`config.mk`:
```
export PLATFORM = sky130hd
export DESIGN_NAME = nca_front
export DESIGN_NICKNAME = d
export VERILOG_FILES = /design/src/design/nca_pkg.sv /design/src/design/nca_front.sv
export SDC_FILE = /design/constraint.sdc
export NUM_CORES = 1
export LEC_CHECK = 0
export BUFFER_PORTS_ARGS = -buffer_cell sky130_fd_sc_hd__buf_2
export CAP_MARGIN = 10
export CORE_AREA = 5 5 117 92
export CTS_BUF_LIST = sky130_fd_sc_hd__clkbuf_2
export CTS_CLUSTER_SIZE = 25
export DETAILED_ROUTE_END_ITERATION = 8
export DIE_AREA = 0 0 122 97
export PLACE_DENSITY = 0.65
export SLEW_MARGIN = 25
export SYNTH_ARGS = -nofsm -noshare
export SYNTH_HDL_FRONTEND = slang
export SYNTH_SLANG_ARGS = --single-unit
```
`constraint.sdc`:
```
create_clock -name clk -period 3.6 [get_ports clk]
set_input_delay 0.18 -clock clk [delete_from_list [all_inputs] [get_ports clk]]
set_output_delay 0.18 -clock clk [all_outputs]
set_load 0.01 [all_outputs]
```
`src/design/nca_pkg.sv`:
```
// shared types and codes for the nearest centroid anomaly classifier
`default_nettype none

package nca_pkg;

    localparam int COORD_BITS  = 16;
    localparam int ENTRY_BITS  = 7;
    localparam int DIM_BITS    = 3;
    localparam int THR_BITS    = 16;
    localparam int REGIME_BITS = 2;
    localparam int KIND_BITS   = 2;
    localparam int COUNT_BITS  = 8;
    localparam int INDEX_BITS  = 7;
    localparam int DIST_BITS   = 35;
    localparam int DEC_BITS    = 2;

    // input item kinds
    localparam logic [KIND_BITS-1:0] KIND_CENTROID = 2'd0;
    localparam logic [KIND_BITS-1:0] KIND_THRESH   = 2'd1;
    localparam logic [KIND_BITS-1:0] KIND_QUERY    = 2'd2;

    // queued operations
    localparam logic [1:0] OP_CENTROID = 2'd0;
    localparam logic [1:0] OP_THRESH   = 2'd1;
    localparam logic [1:0] OP_QUERY    = 2'd2;
    localparam logic [1:0] OP_NONE     = 2'd3;

    // regime labels
    localparam logic [REGIME_BITS-1:0] REGIME_PROVISION = 2'd0;
    localparam logic [REGIME_BITS-1:0] REGIME_TAKER     = 2'd1;

    // decisions
    localparam logic [DEC_BITS-1:0] DEC_CANCEL    = 2'd0;
    localparam logic [DEC_BITS-1:0] DEC_TAKER     = 2'd1;
    localparam logic [DEC_BITS-1:0] DEC_PROVISION = 2'd2;
    localparam logic [DEC_BITS-1:0] DEC_HOLD      = 2'd3;

    typedef struct packed {
        logic [1:0]                    op;
        logic                          store;
        logic                          search;
        logic [ENTRY_BITS-1:0]         entry;
        logic [DIM_BITS-1:0]           dim;
        logic signed [COORD_BITS-1:0]  coord;
        logic [THR_BITS-1:0]           threshold;
        logic [REGIME_BITS-1:0]        regime;
    } nca_req_t;

    typedef struct packed {
        logic [1:0] fill;
    } nca_front_stat_t;

    typedef struct packed {
        logic active;
    } nca_back_stat_t;

endpackage

`default_nettype wire

```
`src/design/nca_front.sv`:
```
// front end: accepts items, sorts them into operations and queues them
`default_nettype none

module nca_front
    import nca_pkg::*;
#(
    parameter int MAX_ENTRIES = 128,
    parameter int DIMS        = 5
) (
    input  wire logic                          clk,
    input  wire logic                          rst_n,
    input  wire logic                          start,
    input  wire logic [KIND_BITS-1:0]          kind,
    input  wire logic [ENTRY_BITS-1:0]         entry,
    input  wire logic [DIM_BITS-1:0]           dim,
    input  wire logic signed [COORD_BITS-1:0]  coord_value,
    input  wire logic [THR_BITS-1:0]           threshold,
    input  wire logic [REGIME_BITS-1:0]        regime,
    input  wire logic                          last,
    input  wire logic                          pop,
    output logic                               busy,
    output logic                               req_valid,
    output nca_req_t                           req,
    output nca_front_stat_t                    stat
);

    nca_req_t   item;
    logic       ent_ok;
    logic       dim_ok;
    logic       push;
    logic       do_pop;

    nca_req_t   slot_reg [2];
    logic       wr_ptr_reg;
    logic       rd_ptr_reg;
    logic [1:0] fill_reg;
    logic [1:0] fill_next;

    assign ent_ok = 32'(entry) < 32'(MAX_ENTRIES);
    assign dim_ok = 32'(dim) < 32'(DIMS);

    always_comb
    begin
        item.entry     = entry;
        item.dim       = dim;
        item.coord     = coord_value;
        item.threshold = threshold;
        item.regime    = regime;
        item.search    = 1'b0;
        case (kind)
            KIND_CENTROID:
            begin
                item.op    = OP_CENTROID;
                item.store = ent_ok && dim_ok;
            end
            KIND_THRESH:
            begin
                item.op    = OP_THRESH;
                item.store = ent_ok;
            end
            KIND_QUERY:
            begin
                item.op     = OP_QUERY;
                item.store  = dim_ok;
                item.search = last;
            end
            default:
            begin
                item.op    = OP_NONE;
                item.store = 1'b0;
            end
        endcase
    end

    assign busy      = (fill_reg == 2'd2);
    // requests that change nothing are dropped here
    assign push      = start && !busy && (item.store || item.search);
    assign req_valid = (fill_reg != 2'd0);
    assign do_pop    = pop && req_valid;
    assign req       = slot_reg[rd_ptr_reg];
    assign stat.fill = fill_reg;

    always_comb
    begin
        fill_next = fill_reg;
        if (push && !do_pop)
        begin
            fill_next = fill_reg + 2'd1;
        end
        else if (!push && do_pop)
        begin
            fill_next = fill_reg - 2'd1;
        end
    end

    always_ff @(posedge clk or negedge rst_n)
    begin
        if (!rst_n)
        begin
            fill_reg   <= 2'd0;
            wr_ptr_reg <= 1'b0;
            rd_ptr_reg <= 1'b0;
        end
        else
        begin
            fill_reg <= fill_next;
            if (push)
            begin
                wr_ptr_reg <= !wr_ptr_reg;
            end
            if (do_pop)
            begin
                rd_ptr_reg <= !rd_ptr_reg;
            end
        end
    end

    always_ff @(posedge clk)
    begin
        if (push)
        begin
            slot_reg[wr_ptr_reg] <= item;
        end
    end

endmodule

`default_nettype wire

```
Yosys cells after proc, flatten, opt, wreduce, memory -nomap -nowiden. Memories as Yosys holds them, arrays and structs flattened. Cells that the tools add are included.

Register bits: 4. Latch bits: 0. RAM bits: 96. Memory bits (read-only): 0. Input bits: 51. Output and inout bits: 52. Word-level logic and storage cells: 30. Memories: 1.

Add/subtract/negate cells: 2. $mul: 0. Divide/modulo/power cells: 0. $lt $le $gt $ge: 1. Eq/ne operators: 3. Shift-type cells: 0. Muxes and demuxes: 6. Bitwise gates (word level): 0. Reductions and logical operators: 14.

Memories: slot_reg (words 2, width 48, read ports 1, clocked after Yosys merged registers in 0, wr ports 1, line nca_front.sv:33) `nca_req_t slot_reg [2];`.

Operator list (count): 3-bit case mux with 3 select lines (1); 1-bit logical AND (5); 1-bit zero test (5); 2-bit == test, second input constant (2); 2-bit 2-to-1 mux (2); 2-bit nonzero test (2); 3-bit < comparator, second input constant (1); 1-bit 2-to-1 mux (3); 2-bit by 1-bit adder with 2-bit output, second input constant (1); 2-bit by 1-bit == test with 1-bit output, second input constant (1); 2-bit zero test (1); 2-bit by 1-bit subtractor with 2-bit output, second input constant (1); 1-bit logical OR (1).

Longest topological paths before layout. Gate-level depths: netlist (run 1).

Depth after elaboration: 8. Mapped depth: 7. Gate-level depth less buffers: 7.

Worst setup path before layout (run 1). Ideal clock, no wire load.

Kind: flip-flop to flip-flop. Start point: reg fill_reg[1], in the netlist stat[1]. End point: mem slot_reg[0][0] in the netlist's numbering, enable pin. Setup time: 459 ps. Data arrival time: 3079 ps. Setup slack: 62 ps. Cell stages (with the launch flop): 5. Buffers on the path: 0. Cell sequence: dfrtp_1 > inv_1 > o21ai_0 > a221oi_2 > nor2b_1.

Cells in the longest elaborated chain, start to end: 6.

RTL lines: from (decl) (line nca_front.sv:36) `logic [1:0] fill_reg;`; from (signal assigned) (line nca_front.sv:106) `fill_reg <= fill_next;`; 2-bit == test (line nca_front.sv:75) `assign busy = (fill_reg == 2'd2);`; 1-bit zero test (line nca_front.sv:77) `assign push = start && !busy && (item.store || item.search);`; 1-bit logical AND (2 in a row) (line nca_front.sv:77); via push (line nca_front.sv:30) `logic push;`; 1-bit 2-to-1 mux (line nca_front.sv:120) `if (push)`; 1-bit 2-to-1 mux (not written as such) (line nca_front.sv:122) `slot_reg[wr_ptr_reg] <= item;`; to (decl) (line nca_front.sv:33).

The timed path passes the listed nets, and every way through them passes these cells.

Worst setup path after layout (run 1).
Start point: reg fill_reg[1], in the netlist stat[1]. End point: mem slot_reg[0][44] in the netlist's numbering, enable pin.

The elaborated chain is that of the path after synthesis.

==> flow_summary.ini, run 1 <==
[synthesis]
netlist_area_um2 = 3690
syn_inst = 175
synth_area_per_cell_um2 = 21.1
synth-seq-cells = 100
syn_nets = 227
yosysSeqAreaShare_pct = 80.8
ys_warn_count = 0
ys_types = 19

[clock_tree]
insertion_delay_ns = 0.51
root_buffer = clkbuf_2
cts_sinks = 100
cts_tree = built
clockBufferDepth = 2
post_cts_resized = 0
cts.htree.levels = 3
path_clk_slew_ns = 0.23
cts_setup_buffers = 0
holdBufCountCts = 51
cts_buffers = 9

[power]
p_total_uw = 3160
p_int_uw = 2240
pwr_density_cell_nw_per_um2 = 629
p_sw_share_pct = 29.2
worst_ir_drop_vdd_mv = 0.349
p_comb_share_pct = 29.5
switchingPower_uw = 922
clkPwrFrac_pct = 18.0
seqPwrFrac_pct = 52.5
p_leak_uw = 0.00189

[final_layout]
finalNonFillerCells = 472
fillers = 813
stdcell_area_um2 = 5030
layout_common_cells = buf_2, edfxtp_1, dlygate4sd3_1, mux2_2, clkbuf_2
final_common_cell = buf_2
drive_gt1_share_pct = 51.2
area_growth_pct = 36.1
antenna_cells = 0
layout.nets = 387
largest_reg_flops = 96

[critical_path]
arrival_ns = 2.48
critPathCaptureType = flop
cp-start-kind = flop
crit_required_ns = 3.84
crit_fanout = 25
critical_path_class = flop to flop

[timing]
setup_viol = 0
slew_headroom_pct = 51.6
drv_slew = 0
clock_skew_ns = 0.0172
rsz0062_at_grt = no
fmax_ghz = 0.447
hold_viol = 0
min_period_over_period_pct = 62.2
worst_pin_slew_ns = 0.725
tns_ns = 0
fin_crit_ns = 2.24
fin_hold_ws_ns = 0.363

[routing]
vias = 2075
vias_per_cell = 4.40
dr.first_iter.drc_count = 77
drc = 0
drtAntennaViolNets = 0
routed_wl_um = 6880
route.detailed.wl_per_inst_um = 14.6
drtPass1Iterations = 4

[placement]
placed_cell_area_um2 = 4380
port_buffers = 102
gp_congestion = 0.723
placed_cells = 405
hpwl_um = 4480

[die]
rows = 31
die_area_um2 = 11800
ios = 103
die_x_um = 122
core-area_um2 = 9430
dieHeight_um = 97
start_util_pct = 39.2

[flow_run]
maxCapViolations = 0

[global_routing]
grt_use_total_pct = 11.8
grt_pass1_wl_um = 10700
antenna_found_initial = 0
grt_start_max_net_pins = 50
grt_pass1_vias = 2208
grt_overflow = 0

[outcome]
status = completed

[worst_hold_path]
hp-class = input pin to flop
-- power by group through the flow --
| stage | clock network, uW | registers (uW) | logic [uW] |
|---|---|---|---|
| floorplan | 0 | 1580 | 641 |
| global placement | 0 | 1690 | 913 |
| detailed placement | 0 | 1700 | 908 |
| CTS | 602 | 1670 | 956 |
| global route | 643 | 1690 | 1010 |
| finish | 567 | 1660 | 932 |
-- cell type report --
cell class | count | area (um^2) | area share [%]
Tap cell | 132 | 165 | 3.29
Clock inverter | 4 | 75.1 | 1.49
Clock buffer | 12 | 60.1 | 1.19
Multi-Input combinational cell | 67 | 679 | 13.5
Inverter | 1 | 3.75 | 0.0747
Sequential cell | 100 | 2990 | 59.4
Timing Repair Buffer | 156 | 1060 | 21.0
-- cells by family after synthesis --
| group | synth area share [%] |
|---|---|
| AO/OA/AOI/OAI | 0.677 |
| XOR/XNOR | 1.19 |
| adder cells (fa/ha/maj) | 0.339 |
| buffers and inverters | 1.08 |
| flip-flops | 80.8 |
| multiplexers | 14.6 |
| AND/OR/NAND/NOR | 1.32 |
-- critical path, stage by stage (launching register included) --
cell	delay, ns
dfrtp_1	0.45
inv_1	0.11
o21ai_0	0.10
a221oi_2	0.33
nor2b_4	0.70
buf_12	0.27
-- cell usage after synthesis, drive strengths merged --
master,count,area (um^2)
a21oi,1,5.00
a221oi,1,15.0
and2,1,6.26
buf,6,32.5
clkbuf,1,3.75
dfrtp,4,100
edfxtp,96,2880
ha,1,12.5
inv,1,3.75
mux2,48,541
nand2,2,7.51
nor2,4,15.0
nor2b,1,6.26
nor3b,1,7.51
o21ai,1,5.00
or2,1,6.26
xnor2,3,26.3
xor2,2,17.5
-- worst paths after layout --
kind                            slack, ns         endpoint    startpoint  cells past startpoint
worst min register to register       0.55       wr_ptr_reg    wr_ptr_reg                      1
min in group asynchronous            0.55          stat[1]         rst_n                      3
worst max register to register       1.36  slot_reg[0][44]       stat[1]                      5
worst min-delay path                 0.36   slot_reg[1][5]  threshold[3]                      2
worst max-delay path                 1.36  slot_reg[0][44]       stat[1]                      5
max in group asynchronous            2.83       rd_ptr_reg         rst_n                      3
-- metrics by stage --
step,setup slack (ns),utilization (%)
after floorplan,0.0617,-
after global placement,1.36,46.4
after detailed placement,1.32,46.5
after CTS,1.27,53.3
after global routing,1.19,53.3
final,1.36,53.3
-- routing by layer --
layer	vias to the layer above	global-route usage, %	wire, um
met5	-	0	0
met4	0	4.39	100
met3	11	4.02	499
met2	75	18.1	3070
met1	991	15.7	3210
li1	998	-	-
No activity file was read; power rests on OpenSTA's default activity.
==> run 2: changes to the inputs <==
PLACE_DENSITY = default   (was 0.65)
clock period = 2.1 ns   (was 3.6 ns; I/O delays follow)
==> flow_summary.ini, run 2 (same netlist as run 1, synthesis figures left out) <==
[critical_path]
arrival_ns = 1.75
worst-r2r-setup-slack_ns = 0.30
endpoint = req[8]
crit_chain = buf_12 -> mux2_2 -> buf_2
cp_slowest_cell = dfrtp_4
crit_cells = 3
path_buf_inv = 2
crit_required_ns = 2.00
critical_path_class = flop to primary output
crit_fanout = 17
cp-start-kind = flop
reg2reg_depth = 5
crit_family = flip-flops
cpPeakStageDelay_ns = 0.55
critPathCaptureType = primary output
rr_endpoint = slot_reg[1][18]
rr_startpoint = stat[1]
startpoint = rd_ptr_reg

[final_layout]
utilization_pct = 53.9
final-seq-area_um2 = 2990
antenna_cells = 0
largest_reg_flops = 96
final_common_cell = buf_2
area_growth_pct = 37.6
finalNonFillerCells = 477
fillers = 789
layout.nets = 392
drive_gt1_share_pct = 52.2
layout_common_cells = buf_2, edfxtp_1, dlygate4sd3_1, mux2_2, clkbuf_2
multi_input_area_um2 = 679

[die]
ios = 103
dieHeight_um = 97
die_area_um2 = 11800
die_x_um = 122
start_util_pct = 39.2
rows = 31
core-area_um2 = 9430

[power]
pwr_density_cell_nw_per_um2 = 1060
p_leak_uw = 0.00191
worst_ir_drop_vdd_mv = 0.623
p_total_uw = 5410

[worst_hold_path]
hp-class = input pin to flop

[timing]
clock_skew_ns = 0.0199
rsz0062_at_grt = no
tns_ns = 0
fin_hold_ws_ns = 0.283
setup_viol = 0
worst_pin_slew_ns = 0.464
hold_viol = 0
drv_slew = 0
min_period_over_period_pct = 88.4
fin_crit_ns = 1.86
fmax_ghz = 0.539
slew_headroom_pct = 69.0

[placement]
placed_cells = 408
port_buffers = 102
gp_congestion = 0.694
hpwl_um = 4770

[routing]
drtPass1Iterations = 4
drc = 0
vias_per_cell = 4.44
dr.first_iter.drc_count = 42
routed_wl_um = 7400
drtAntennaViolNets = 0
vias = 2120
route.detailed.wl_per_inst_um = 15.5

[clock_tree]
cts_tree = built
cts_buffers = 9
clockBufferDepth = 2
cts.htree.levels = 3
path_clk_slew_ns = 0.25
cts_sinks = 100
root_buffer = clkbuf_2
insertion_delay_ns = 0.52

[global_routing]
grt_pass1_wl_um = 11500
grt_start_max_net_pins = 35
grt_use_total_pct = 12.7
grt_overflow = 0
grt_pass1_vias = 2266
antenna_found_initial = 0

[outcome]
status = completed

[flow_run]
maxCapViolations = 0
[run 2: cell types whose count changed in the layout (fill, tap and decap cells not counted), sizes merged]
cell | before | now
clkinv | 0 | 4
clkbuf | 12 | 10
buf | 105 | 110
bufinv | 2 | 0
[run 2: power by group]
group / switching [uW] / internal [uW]
Sequential: 122 / 2570
Combinational: 942 / 1010
Clock: 605 / 159
[run 2: worst min-delay path by stage]
stage | from | end | slack, ns | cells after the start
3_3_place_gp | rst_n | stat[1] | -0.08 | 1
4_1_cts | threshold[7] | slot_reg[0][9] | 0.21 | 2
3_5_place_dp | rst_n | stat[1] | -0.08 | 1
5_1_grt | threshold[7] | slot_reg[1][9] | 0.19 | 2
2_1_floorplan | rst_n | rd_ptr_reg | -0.19 | 0
6_report | threshold[3] | slot_reg[0][5] | 0.28 | 2
[run 2: metal layers]
layer / global-route usage, % / vias to the layer above / part of all wire [%]
met5: 0 / - / 0
met1: 15.3 / 1039 / 44
met4: 3.36 / 0 / 0.69
met3: 4.43 / 6 / 6.8
li1: - / 1006 / -
met2: 21.7 / 69 / 49
[run 2: area by class of cell]
type,instances,area share [%]
timing repair buffer,161,22.7
clock inverter,6,0.812
multi-input combinational,67,13.4
inverter,1,0.0738
clock buffer,10,0.984
tap,132,3.25
sequential,100,58.8
[run 2: per-stage QoR]
step,area (um^2),worst slack (ns)
finish,5080,0.243
CTS,5080,0.147
global placement,4450,0.454
detailed placement,4450,0.355
global route,5080,0.116
floorplan,3700,0.00682
[run 2: timing repair]
action | 4_1_cts | 5_1_grt
endpoints found under the hold margin | 103 | 0
buffers inserted | 2 | 0
resized for setup | 1 | 0
endpoints found under the setup margin | 33 | 0
hold buffers | 51 | 0
